===== config.mk =====
export PLATFORM = sky130hd
export DESIGN_NAME = ntc_table_temperature_lookup
export DESIGN_NICKNAME = d
export VERILOG_FILES = /design/src/sv/ntl_pkg.sv /design/src/sv/ntl_sequencer.sv /design/src/sv/ntc_table_temperature_lookup.sv
export SDC_FILE = /design/constraint.sdc
export NUM_CORES = 2
export LEC_CHECK = 0
export BUFFER_PORTS_ARGS = -buffer_cell sky130_fd_sc_hd__buf_2
export CORE_MARGIN = 5
export CORE_UTILIZATION = 40
export DETAILED_ROUTE_END_ITERATION = 6
export MAX_ROUTING_LAYER = met4
export PLACE_DENSITY = 0.54
export SLEW_MARGIN = 20
export SYNTH_ARGS = -nofsm -noshare
export SYNTH_HDL_FRONTEND = slang
export SYNTH_SLANG_ARGS = --single-unit

===== constraint.sdc =====
create_clock -name clk -period 6.3 [get_ports clk]
set_input_delay 0.315 -clock clk [delete_from_list [all_inputs] [get_ports clk]]
set_output_delay 0.315 -clock clk [all_outputs]
set_load 0.01 [all_outputs]

===== src/sv/ntl_pkg.sv =====
// ----------------------------------------------------------------------------
// ntl_pkg
// Shared types, codes and the microcode program of the thermistor table
// lookup: control word layout, register indexes and stream field offsets.
// ----------------------------------------------------------------------------
package ntl_pkg;

    // Configuration register indexes
    localparam int CFG_IDX_W = 3;
    localparam logic [CFG_IDX_W-1:0] CFG_FAULT_LIMIT   = 3'd0;
    localparam logic [CFG_IDX_W-1:0] CFG_UPPER_INDEX   = 3'd1;
    localparam logic [CFG_IDX_W-1:0] CFG_RECOVER_LOW   = 3'd2;
    localparam logic [CFG_IDX_W-1:0] CFG_RECOVER_HIGH  = 3'd3;
    localparam logic [CFG_IDX_W-1:0] CFG_DEFAULT_CODE  = 3'd4;

    // Register reset values
    localparam logic [7:0] RST_FAULT_LIMIT  = 8'd30;
    localparam logic [7:0] RST_UPPER_INDEX  = 8'd190;
    localparam logic [7:0] RST_RECOVER_LOW  = 8'd10;
    localparam logic [7:0] RST_RECOVER_HIGH = 8'd90;
    localparam logic [7:0] RST_DEFAULT_CODE = 8'd60;

    // Request kinds carried in the input tuser
    localparam logic REQ_LOAD   = 1'b0;
    localparam logic REQ_SAMPLE = 1'b1;

    // Input tdata field offsets
    localparam int IN_INDEX_LSB  = 0;
    localparam int IN_VALUE_LSB  = 8;
    localparam int IN_SAMPLE_LSB = 24;
    localparam int IN_HOLD_BIT   = 40;
    localparam int IN_DATA_W     = 48;
    localparam int OUT_DATA_W    = 16;

    // Microcode step addresses
    typedef logic [2:0] step_t;
    localparam step_t ST_IDLE = 3'd0;
    localparam step_t ST_RD0  = 3'd1;
    localparam step_t ST_CHK0 = 3'd2;
    localparam step_t ST_CHKU = 3'd3;
    localparam step_t ST_SRCH = 3'd4;
    localparam step_t ST_UPD  = 3'd5;

    // Datapath operation of a step
    typedef enum logic [2:0] {
        OP_WAIT,
        OP_NONE,
        OP_CHK0,
        OP_CHKU,
        OP_SRCH,
        OP_UPD
    } op_t;

    // Table read address source
    typedef enum logic [1:0] {
        RA_ZERO,
        RA_UPPER,
        RA_PROBE
    } raddr_sel_t;

    // Branch condition
    typedef enum logic [2:0] {
        CC_ALWAYS,
        CC_START,
        CC_OOR,
        CC_LAST,
        CC_OUT_FREE
    } cond_t;

    typedef struct packed {
        op_t        op;
        raddr_sel_t raddr;
        cond_t      cond;
        step_t      jump_true;
        step_t      jump_false;
    } ucode_t;

    // Status flags fed back from the datapath to the sequencer
    typedef struct packed {
        logic start;
        logic oor;
        logic last;
        logic out_free;
    } seq_flags_t;

    // Control store
    function automatic ucode_t ucode_rom(input step_t addr);
        ucode_t w;
        unique case (addr)
            ST_IDLE: w = '{OP_WAIT, RA_ZERO,  CC_START,    ST_RD0,  ST_IDLE};
            ST_RD0:  w = '{OP_NONE, RA_ZERO,  CC_ALWAYS,   ST_CHK0, ST_CHK0};
            ST_CHK0: w = '{OP_CHK0, RA_UPPER, CC_ALWAYS,   ST_CHKU, ST_CHKU};
            ST_CHKU: w = '{OP_CHKU, RA_PROBE, CC_OOR,      ST_UPD,  ST_SRCH};
            ST_SRCH: w = '{OP_SRCH, RA_PROBE, CC_LAST,     ST_UPD,  ST_SRCH};
            ST_UPD:  w = '{OP_UPD,  RA_ZERO,  CC_OUT_FREE, ST_IDLE, ST_UPD};
            default: w = '{OP_NONE, RA_ZERO,  CC_ALWAYS,   ST_IDLE, ST_IDLE};
        endcase
        return w;
    endfunction

endpackage


===== src/sv/ntl_sequencer.sv =====
// ----------------------------------------------------------------------------
// ntl_sequencer
// Step counter over the control store: fetches one control word per step
// and branches on the datapath flags.
// ----------------------------------------------------------------------------
module ntl_sequencer
    import ntl_pkg::*;
(
    input  logic       clk,
    input  logic       rst_n,
    input  seq_flags_t flags,
    output ucode_t     ctrl,
    output step_t      step
);

    step_t step_reg;
    step_t step_next;
    logic  taken;

    // Fetch the current control word
    assign ctrl = ucode_rom(step_reg);
    assign step = step_reg;

    // Evaluate the branch condition
    always_comb
    begin
        unique case (ctrl.cond)
            CC_ALWAYS:   taken = 1'b1;
            CC_START:    taken = flags.start;
            CC_OOR:      taken = flags.oor;
            CC_LAST:     taken = flags.last;
            CC_OUT_FREE: taken = flags.out_free;
            default:     taken = 1'b1;
        endcase
        step_next = taken ? ctrl.jump_true : ctrl.jump_false;
    end

    // Advance the step counter
    always_ff @(posedge clk or negedge rst_n)
    begin
        if (!rst_n)
        begin
            step_reg <= ST_IDLE;
        end
        else
        begin
            step_reg <= step_next;
        end
    end

endmodule


===== src/sv/ntc_table_temperature_lookup.sv =====
// ----------------------------------------------------------------------------
// ntc_table_temperature_lookup
// Thermistor temperature lookup: voltage table, range check with fault
// debounce, binary search for the temperature code, fault recovery.
// ----------------------------------------------------------------------------
// A load request (tuser 0) writes one table entry. A sample request (tuser 1)
// with hold set is dropped. Any other sample is checked against table entry 0
// and the upper-valid entry, then searched one probe per cycle over the single
// read port of the table; an out-of-range reading skips the search. The block
// stays busy until the update step has placed the result, which waits for a
// free output register. One result per processed sample goes to the output
// register, so the next request is accepted while it waits. The table has no
// reset; every entry the search may touch must be loaded first.
module ntc_table_temperature_lookup
    import ntl_pkg::*;
#(
    parameter int TABLE_DEPTH = 256,
    parameter int SAMPLE_BITS = 16
)
(
    input  logic                  clk,
    input  logic                  rst_n,
    // tdata: table_index[7:0], table_value[23:8], sample[39:24], hold[40]
    input  logic [IN_DATA_W-1:0]  s_tdata,
    // tuser: req_type[0]
    input  logic [0:0]            s_tuser,
    input  logic                  s_tvalid,
    output logic                  s_tready,
    // tdata: temp_code[7:0], sensor_fault[8]
    output logic [OUT_DATA_W-1:0] m_tdata,
    output logic                  m_tvalid,
    input  logic                  m_tready,
    input  logic                  cfg_we,
    input  logic [CFG_IDX_W-1:0]  cfg_index,
    input  logic [7:0]            cfg_wdata
);

    localparam int AW = $clog2(TABLE_DEPTH);
    localparam int CW = (AW > 8) ? AW : 8;
    localparam logic [AW-1:0] HALF     = AW'(TABLE_DEPTH / 2);
    localparam logic [CW-1:0] LAST_IDX = CW'(TABLE_DEPTH - 1);
    localparam logic [AW:0]   DEPTH_EXT = (AW+1)'(TABLE_DEPTH);

    // Configuration registers
    logic [7:0] fault_limit_reg;
    logic [7:0] upper_index_reg;
    logic [7:0] recover_low_reg;
    logic [7:0] recover_high_reg;
    logic [7:0] default_code_reg;

    // Block state
    logic [7:0] debounce_reg;
    logic       fault_reg;
    logic [7:0] code_reg;

    // Datapath registers
    logic [SAMPLE_BITS-1:0] sample_reg;
    logic [SAMPLE_BITS-1:0] rdata_reg;
    logic                   oor_reg;
    logic [AW-1:0]          pos_reg;
    logic [AW-1:0]          step_reg;
    logic [AW:0]            probe_reg;

    // Output register
    logic       out_valid_reg;
    logic [7:0] out_code_reg;
    logic       out_fault_reg;

    // Table storage
    logic [SAMPLE_BITS-1:0] volt_mem [TABLE_DEPTH];

    ucode_t     ctrl;
    step_t      seq_step;
    seq_flags_t flags;

    logic                   in_accept;
    logic                   is_sample;
    logic                   start;
    logic                   load_en;
    logic [CW-1:0]          upper_ext;
    logic [AW-1:0]          upper_addr;
    logic [AW-1:0]          raddr;
    logic                   oor_now;
    logic                   probe_ok;
    logic                   hit;
    logic [AW-1:0]          pos_new;
    logic [AW-1:0]          step_new;
    logic [AW:0]            probe_next;
    logic [7:0]             found_code;
    logic                   in_window;
    logic                   out_free;

    ntl_sequencer u_seq (
        .clk   (clk),
        .rst_n (rst_n),
        .flags (flags),
        .ctrl  (ctrl),
        .step  (seq_step)
    );

    // Decode the incoming request
    assign s_tready  = (ctrl.op == OP_WAIT);
    assign in_accept = s_tvalid & s_tready;
    assign is_sample = (s_tuser[0] == REQ_SAMPLE);
    assign start     = in_accept & is_sample & ~s_tdata[IN_HOLD_BIT];
    assign load_en   = in_accept & ~is_sample &
                       (CW'(s_tdata[IN_INDEX_LSB +: 8]) <= LAST_IDX);

    // Saturate the upper-valid index to the table
    assign upper_ext  = CW'(upper_index_reg);
    assign upper_addr = (upper_ext >= LAST_IDX) ? AW'(LAST_IDX) : AW'(upper_ext);

    // Search step: judge the probe just read and form the next one
    assign probe_ok   = (probe_reg < DEPTH_EXT);
    assign hit        = probe_ok && (sample_reg >= rdata_reg);
    assign pos_new    = hit ? probe_reg[AW-1:0] : pos_reg;
    assign step_new   = step_reg >> 1;
    assign probe_next = (ctrl.op == OP_CHKU) ? {1'b0, HALF}
                                             : ({1'b0, pos_new} + {1'b0, step_new});

    assign oor_now    = oor_reg | (sample_reg > rdata_reg);
    assign found_code = 8'(pos_reg);
    assign in_window  = (found_code >= recover_low_reg) && (found_code <= recover_high_reg);
    assign out_free   = ~out_valid_reg | m_tready;

    // Select the table read address
    always_comb
    begin
        unique case (ctrl.raddr)
            RA_ZERO:  raddr = '0;
            RA_UPPER: raddr = upper_addr;
            RA_PROBE: raddr = probe_next[AW-1:0];
            default:  raddr = '0;
        endcase
    end

    assign flags = '{start:    start,
                     oor:      oor_now,
                     last:     (step_reg == AW'(1)),
                     out_free: out_free};

    // Table write and registered read
    always_ff @(posedge clk)
    begin
        if (load_en)
        begin
            volt_mem[AW'(s_tdata[IN_INDEX_LSB +: 8])] <= s_tdata[IN_VALUE_LSB +: SAMPLE_BITS];
        end
        rdata_reg <= volt_mem[raddr];
    end

    // Search datapath
    always_ff @(posedge clk)
    begin
        if (start)
        begin
            sample_reg <= s_tdata[IN_SAMPLE_LSB +: SAMPLE_BITS];
        end
        case (ctrl.op)
            OP_CHK0:
            begin
                oor_reg <= (sample_reg < rdata_reg);
            end
            OP_CHKU:
            begin
                oor_reg   <= oor_now;
                pos_reg   <= '0;
                step_reg  <= HALF;
                probe_reg <= probe_next;
            end
            OP_SRCH:
            begin
                pos_reg   <= pos_new;
                step_reg  <= step_new;
                probe_reg <= probe_next;
            end
            default:
            begin
            end
        endcase
    end

    // Configuration writes
    always_ff @(posedge clk or negedge rst_n)
    begin
        if (!rst_n)
        begin
            fault_limit_reg  <= RST_FAULT_LIMIT;
            upper_index_reg  <= RST_UPPER_INDEX;
            recover_low_reg  <= RST_RECOVER_LOW;
            recover_high_reg <= RST_RECOVER_HIGH;
            default_code_reg <= RST_DEFAULT_CODE;
        end
        else if (cfg_we)
        begin
            unique case (cfg_index)
                CFG_FAULT_LIMIT:  fault_limit_reg  <= cfg_wdata;
                CFG_UPPER_INDEX:  upper_index_reg  <= cfg_wdata;
                CFG_RECOVER_LOW:  recover_low_reg  <= cfg_wdata;
                CFG_RECOVER_HIGH: recover_high_reg <= cfg_wdata;
                CFG_DEFAULT_CODE: default_code_reg <= cfg_wdata;
                default:
                begin
                end
            endcase
        end
    end

    // Fault debounce, code update and result register
    always_ff @(posedge clk or negedge rst_n)
    begin
        if (!rst_n)
        begin
            debounce_reg  <= '0;
            fault_reg     <= 1'b0;
            code_reg      <= '0;
            out_valid_reg <= 1'b0;
            out_code_reg  <= '0;
            out_fault_reg <= 1'b0;
        end
        else
        begin
            if ((ctrl.op == OP_UPD) && out_free)
            begin
                out_valid_reg <= 1'b1;
                if (oor_reg)
                begin
                    if (debounce_reg < fault_limit_reg)
                    begin
                        debounce_reg  <= debounce_reg + 8'd1;
                        out_fault_reg <= fault_reg;
                        out_code_reg  <= code_reg;
                    end
                    else
                    begin
                        fault_reg     <= 1'b1;
                        code_reg      <= default_code_reg;
                        out_fault_reg <= 1'b1;
                        out_code_reg  <= default_code_reg;
                    end
                end
                else if (fault_reg)
                begin
                    out_code_reg  <= code_reg;
                    out_fault_reg <= 1'b1;
                    if (in_window)
                    begin
                        if (debounce_reg != 8'd0)
                        begin
                            debounce_reg <= debounce_reg - 8'd1;
                        end
                        else
                        begin
                            fault_reg     <= 1'b0;
                            out_fault_reg <= 1'b0;
                        end
                    end
                end
                else
                begin
                    debounce_reg  <= '0;
                    code_reg      <= found_code;
                    out_code_reg  <= found_code;
                    out_fault_reg <= 1'b0;
                end
            end
            else if (m_tready)
            begin
                out_valid_reg <= 1'b0;
            end
        end
    end

    assign m_tvalid = out_valid_reg;
    assign m_tdata  = {7'b0, out_fault_reg, out_code_reg};

    // A new result only comes out of the update step
    a_result_from_update: assert property (@(posedge clk) disable iff (!rst_n)
        $rose(out_valid_reg) |-> $past(ctrl.op == OP_UPD))
        else $error("result appeared outside the update step");

    // The fault is only raised by an out-of-range reading
    a_fault_needs_oor: assert property (@(posedge clk) disable iff (!rst_n)
        $rose(fault_reg) |-> $past(oor_reg) && $past(debounce_reg >= fault_limit_reg))
        else $error("fault raised without an out-of-range reading at the limit");

    // The probe stride never runs out inside the search loop
    a_search_step_live: assert property (@(posedge clk) disable iff (!rst_n)
        (seq_step == ST_SRCH) |-> (step_reg != '0))
        else $error("search step entered with zero stride");

    // The request side is closed while a sample is in work
    a_busy_no_ready: assert property (@(posedge clk) disable iff (!rst_n)
        start |=> !s_tready)
        else $error("request accepted while a sample is in work");

endmodule


-- Yosys cells after proc, flatten, opt, wreduce, memory -nomap -nowiden
Memory sizes are Yosys's and may differ from the RTL's. A register that Yosys moved wholly into a read port is not among the register bits.
Index checks and enable logic that the tools add are counted.
- reduce and logical (&&, ||, !) cells: 19
- equality and inequality tests: 25
- multiplexer cells: 27
- bitwise gates (word level): 10
- $add $sub $neg: 3
- magnitude comparators: 9
- operator list (cell ; number):
    2-to-1 mux 8 bit ; 11
    case mux 14 bit (6 select lines) ; 1
    case mux 8 bit (2 select lines) ; 3
    equality test 3 x 2 -> 1 bit, second input constant ; 8
    equality test 3 bit, second input constant ; 6
    >= comparator 16 bit ; 1
    greater-than comparator 16 bit ; 1
    less-than comparator 16 bit ; 1
    AND reduction 2 bit ; 6
    adder 8 x 7 -> 9 bit ; 1
    equality test 3 x 1 -> 1 bit, second input constant ; 3
    zero test 3 bit ; 3
    less-than comparator 9 bit, second input constant ; 1
    2-to-1 mux 1 bit ; 9
    adder 8 x 1 -> 8 bit, second input constant ; 1
    equality test 8 x 1 -> 1 bit, second input constant ; 1
    >= comparator 8 bit ; 1
    >= comparator 8 bit, second input constant ; 1
    less-or-equal comparator 8 bit ; 1
    less-or-equal comparator 8 bit, second input constant ; 1
    less-than comparator 8 bit ; 1
    nonzero test 8 bit ; 1
    subtractor 8 x 1 -> 8 bit, second input constant ; 1
    != test 3 x 1 -> 1 bit, second input constant ; 2
    15 further kinds ; 27
- output and inout bits: 18
- register bits: 103
- memories kept: 1
- memory bits (writable): 4096
- logic and storage cells: 110
- memories (name ; depth ; width ; read ports ; clocked after memory_dff ; wr ports ; RTL line ; source):
    volt_mem ; 256 ; 16 ; 1 ; 1 ; 1 ; ntc_table_temperature_lookup.sv:70 ; logic [SAMPLE_BITS-1:0] volt_mem [TABLE_DEPTH];

-- Logic depth before layout (Yosys ltp)
- depth in word-level cells: 8
- depth in mapped cells: 26
- mapped depth without buffers: 21

-- Cells and area by module
From an unflattened synthesis, not the netlist that was laid out.
- cell total of the unflattened synthesis: 12128
- area, all modules: 170478.5 um^2
- by module, submodules not included (module ; cells an instance ; instances ; area each (um^2)):
    ntc_table_temperature_lookup ; 12094 ; 1 ; 170228.3
    ntl_sequencer ; 34 ; 1 ; 250.2

-- Worst setup path after synthesis
No wires, ideal clock.
- kind: register to register
- start point: register sample_reg[15]
- end point: register rdata_reg[9] (read register of volt_mem)
- cell stages (with the launch flop): 23
- path slack: 1.539 ns
- clock period less this slack: 4.761 ns
- path buffers: 7
- arrival: 4.627 ns
- path through: edfxtp_1 ha_1 nand4_1 nor4_1 o21ai_1 a41oi_1 buf_4 nand2_1 o21ai_0 ha_1 inv_1 fa_1 xnor2_1 a32o_1 buf_4 buf_6 buf_2 buf_2 buf_2 buf_1 o311ai_0 a311oi_1 a22oi_1
- cells in the longest elaborated chain, start to end: 6
- RTL lines (what ; RTL line ; source):
    from (decl) ; ntc_table_temperature_lookup.sv:57 ; logic [SAMPLE_BITS-1:0] sample_reg;
    from (signal assigned) ; ntc_table_temperature_lookup.sv:157 ; sample_reg <= s_tdata[IN_SAMPLE_LSB +: SAMPLE_BITS];
    >= comparator 16 bit ; ntc_table_temperature_lookup.sv:115 ; assign hit = probe_ok && (sample_reg >= rdata_reg);
    logical AND 1 bit ; ntc_table_temperature_lookup.sv:115 ;
    2-to-1 mux 8 bit ; ntc_table_temperature_lookup.sv:116 ; assign pos_new = hit ? probe_reg[AW-1:0] : pos_reg;
    named net pos_new[0] ; ntc_table_temperature_lookup.sv:86 ; logic [AW-1:0] pos_new;
    adder 8 x 7 -> 9 bit ; ntc_table_temperature_lookup.sv:119 ; : ({1'b0, pos_new} + {1'b0, step_new});
    2-to-1 mux 8 bit ; ntc_table_temperature_lookup.sv:118 ; assign probe_next = (ctrl.op == OP_CHKU) ? {1'b0, HALF}
    case mux 8 bit (2 select lines) ; ntc_table_temperature_lookup.sv:129 ; unique case (ctrl.raddr)
    to (decl) ; ntc_table_temperature_lookup.sv:58 ; logic [SAMPLE_BITS-1:0] rdata_reg;
The timed path passes the listed nets, and every way through them passes these cells.
A chain may end at the register's enable or synchronous reset.

-- Worst setup path in the final report
- start point: register sample_reg[15]
- end point: register rdata_reg[0] (read register of volt_mem)
The elaborated chain is that of the path after synthesis.

==> results.sh <==
export IMPL_run_status="finished, violations left"
export IMPL_violations="design-rule violations"
export IMPL_clockRootBuffer="clkbuf_16"
export IMPL_crit_type="flop to flop"
export IMPL_pin_count=83
export IMPL_antenna_found_initial=49
export IMPL_critPathLaunchType="flop"
export IMPL_tightest_slew_ns=1.30
export IMPL_fillCellCount=37300
export IMPL_numCtsBuffers=441
export IMPL_crit_fanout=20
export IMPL_start_util_pct=40.1
export IMPL_via_per_inst=6.12
export IMPL_post_synth_num_cell_types=86
export IMPL_largest_register_ffs=4096
export IMPL_drv_slew=0
export IMPL_crit_top_cell="buf_4"
export IMPL_hold_viol=0
export IMPL_post_route_period_util_pct=98.7
export IMPL_grt_usage_pct=29.4
export IMPL_regArea_um2=126000
export IMPL_grt_pass1_vias=116000
export IMPL_path_clk_slew_ns=0.06
export IMPL_drt_initial_drc_count=17300
export IMPL_port_buffers=68
export IMPL_fp_dieW_um=665
export IMPL_ys_flop_type="edfxtp_1"
export IMPL_grt_pass1_wl_mm=908
export IMPL_nNetsFinal=14100
export IMPL_dr_wl_met3_mm=70.7
export IMPL_maxCapViolations=0
export IMPL_crit_arrival_ns=7.12
export IMPL_drt_wl_total_mm=653
export IMPL_fin_area_um2=205000
export IMPL_critical_path_required_ns=7.21
export IMPL_wl_per_cell_um=32.5
export IMPL_cts_tree="yes"
export IMPL_powerDensity_nw_per_um2=434
export IMPL_synth_edff_count=4138
export IMPL_fin_crit_ns=6.22
export IMPL_ys_warn_count=0
export IMPL_synth_top_area_share_pct=72.5
export IMPL_synth_seq_cells=4215
export IMPL_drt_antenna_violating_nets=0
export IMPL_syn_instance_count=12900
export IMPL_syn_avg_cell_area_um2=13.3
export IMPL_vias=123000
export IMPL_clk_insertion_delay_late_ns=1.02
export IMPL_yosysTopAreaCell="edfxtp_1"
export IMPL_setup_violations=0
export IMPL_setup_worst_path_end_class="flop"
export IMPL_area_growth_pct=19.8
export IMPL_relSlewSlack_pct=13.4
export IMPL_crit_buf_inv=10
export IMPL_multi_input_area_um2=41600
export IMPL_p_leak_uw=0.0680
export IMPL_dp_final_hpwl_mm=413
export IMPL_cts_sink_count=4215
export IMPL_synth_cell_area_um2=171000
export IMPL_critPathTopFamily="compound AO/OA/AOI/OAI gates"
export IMPL_worstHoldPathType="input pin to flop"
export IMPL_synth_async_reset_ratio_pct=1.45
export IMPL_overflow=0
export IMPL_fmax_ghz=0.161
export IMPL_final_core_util_pct=48.1
export IMPL_dp_cells=19200
export IMPL_wl_met2_mm=287
export IMPL_place_congestion=0.962
export IMPL_firstDrtPassIters=7
export IMPL_wl_met1_mm=259
export IMPL_fin_ws_ns=0.0842
export IMPL_core_rowCount=240
export IMPL_final_cells=20100
export IMPL_core_area_um2=427000
export IMPL_slowest_delay_ns=0.66
export IMPL_maxUsedRoutingLayer="met4"
export IMPL_cts_max_level=5
export IMPL_dpl_instance_area_um2=190000
export IMPL_die_y_um=665
export IMPL_timing_hold_ws_ns=0.117
export IMPL_grt_max_degree=157
export IMPL_ys_seq_area_share_pct=73.6
export IMPL_drcViolationCount=2
export IMPL_ys_top_cells_by_area="edfxtp_1 72%, nand2_1 4.7%, nand3_1 2.4%, o211ai_1 2.2%, nor3_1 2.1%"
export IMPL_fin_skew_ns=0.0862
export IMPL_clockBufferDepth=4
export IMPL_cp_slowest_cell="o21ai_0"
export IMPL_dieArea_um2=442000
export IMPL_drive_gt1_share_pct=18.2
export IMPL_pre_cts_ws_ns=-0.707
export IMPL_ir_drop_v=0.000476
[cell usage in the layout, fill, tap and decap left out, drive strengths merged, types with 19 or more instances in the layout]
cell / instances
edfxtp: 4138
nand2: 2156
buf: 1647
nor2: 818
nand3: 811
nor3: 728
clkbuf: 544
o211ai: 491
or3: 447
o21ai: 367
a21oi: 294
a31oi: 258
o311ai: 223
and3: 211
clkinv: 196
a311oi: 171
inv: 77
mux2i: 59
dlygate4sd3: 57
ha: 51
nand4: 43
dfrtp: 41
bufinv: 40
diode: 39
o22ai: 39
mux2: 33
a211oi: 33
dfstp: 20
a22oi: 20
a221oi: 20
and2: 19
[repair_timing]
| action | in CTS | in global routing |
|---|---|---|
| pin swaps | 5 | 3 |
| buffers inserted | 22 | 0 |
| endpoints found under the setup margin | 15 | 16 |
| cloned | 0 | 1 |
| hold endpoints to repair | 1067 | 0 |
| hold buffers | 57 | 0 |
| resized for setup | 25 | 27 |
[power by group]
group	internal (uW)	total (uW)	switching, uW
clock	14700	25900	11200
sequential	31100	31400	224
combinational	10400	31900	21500
[metrics by stage]
step | power (uW) | setup TNS [ns]
global route | 91600 | -0.0271
CTS | 88400 | 0
floorplan | 45300 | 0
global placement | 62400 | -9.52
detailed placement | 62600 | -3.71
finish | 89100 | 0
[worst paths after layout]
| check | cells past startpoint | end | from | slack, ns |
|---|---|---|---|---|
| min | 2 | sample_reg[2] | s_tdata[26] | 0.12 |
| min reg2reg | 2 | out_code_reg[1] | out_code_reg[1] | 0.49 |
| max | 27 | rdata_reg[0] | sample_reg[15] | 0.08 |
| max reg2reg | 27 | rdata_reg[0] | sample_reg[15] | 0.08 |
| max in group asynchronous | 4 | recover_high_reg[5] | rst_n | 5.21 |
| min in group asynchronous | 4 | out_code_reg[1] | rst_n | 0.56 |
[cell type report]
class                      count  share of cell area [%]
multi-input combinational   7570                    20.3
timing repair buffer        1704                    7.81
inverter                      56                   0.102
clock buffer                 544                    5.62
antenna                       39                  0.0475
sequential                  4215                    61.4
clock inverter               267                    1.27
tap                         5687                    3.47
[Yosys cell counts, types with 171 or more instances]
cell and instances:
and3_1 211, or3_1 447, nand2_1 2156, a311oi_1 171, buf_2 612, nor2_1 817, a31oi_1 258, o311ai_0 209
a21oi_1 292, edfxtp_1 4138, nor3_1 728, nand3_1 811, clkbuf_1 302, o21ai_0 363, o211ai_1 491
[metal layers]
metal / vias up / GRT usage, %
li1: 51300 / -
met1: 62700 / 40.1
met2: 7541 / 42.6
met3: 1373 / 5.60
met4: 0 / 13.6
met5: - / -
[kinds of logic (layout without fill, tap and decap cells)]
family                   after synthesis  after routing  share of synthesized area, %
adder cells (fa/ha/maj)               52             52                         0.384
other                                  1             46                       0.00219
AO/OA/AOI/OAI                       2115           2116                          8.56
XOR/XNOR                               3              3                        0.0153
multiplexers                         100            100                         0.666
buffers and inverters               1081           2571                          2.91
flip-flops                          4215           4215                          73.6
AND/OR/NAND/NOR                     5292           5292                          13.9
No activity file was read; power rests on OpenSTA's default activity.
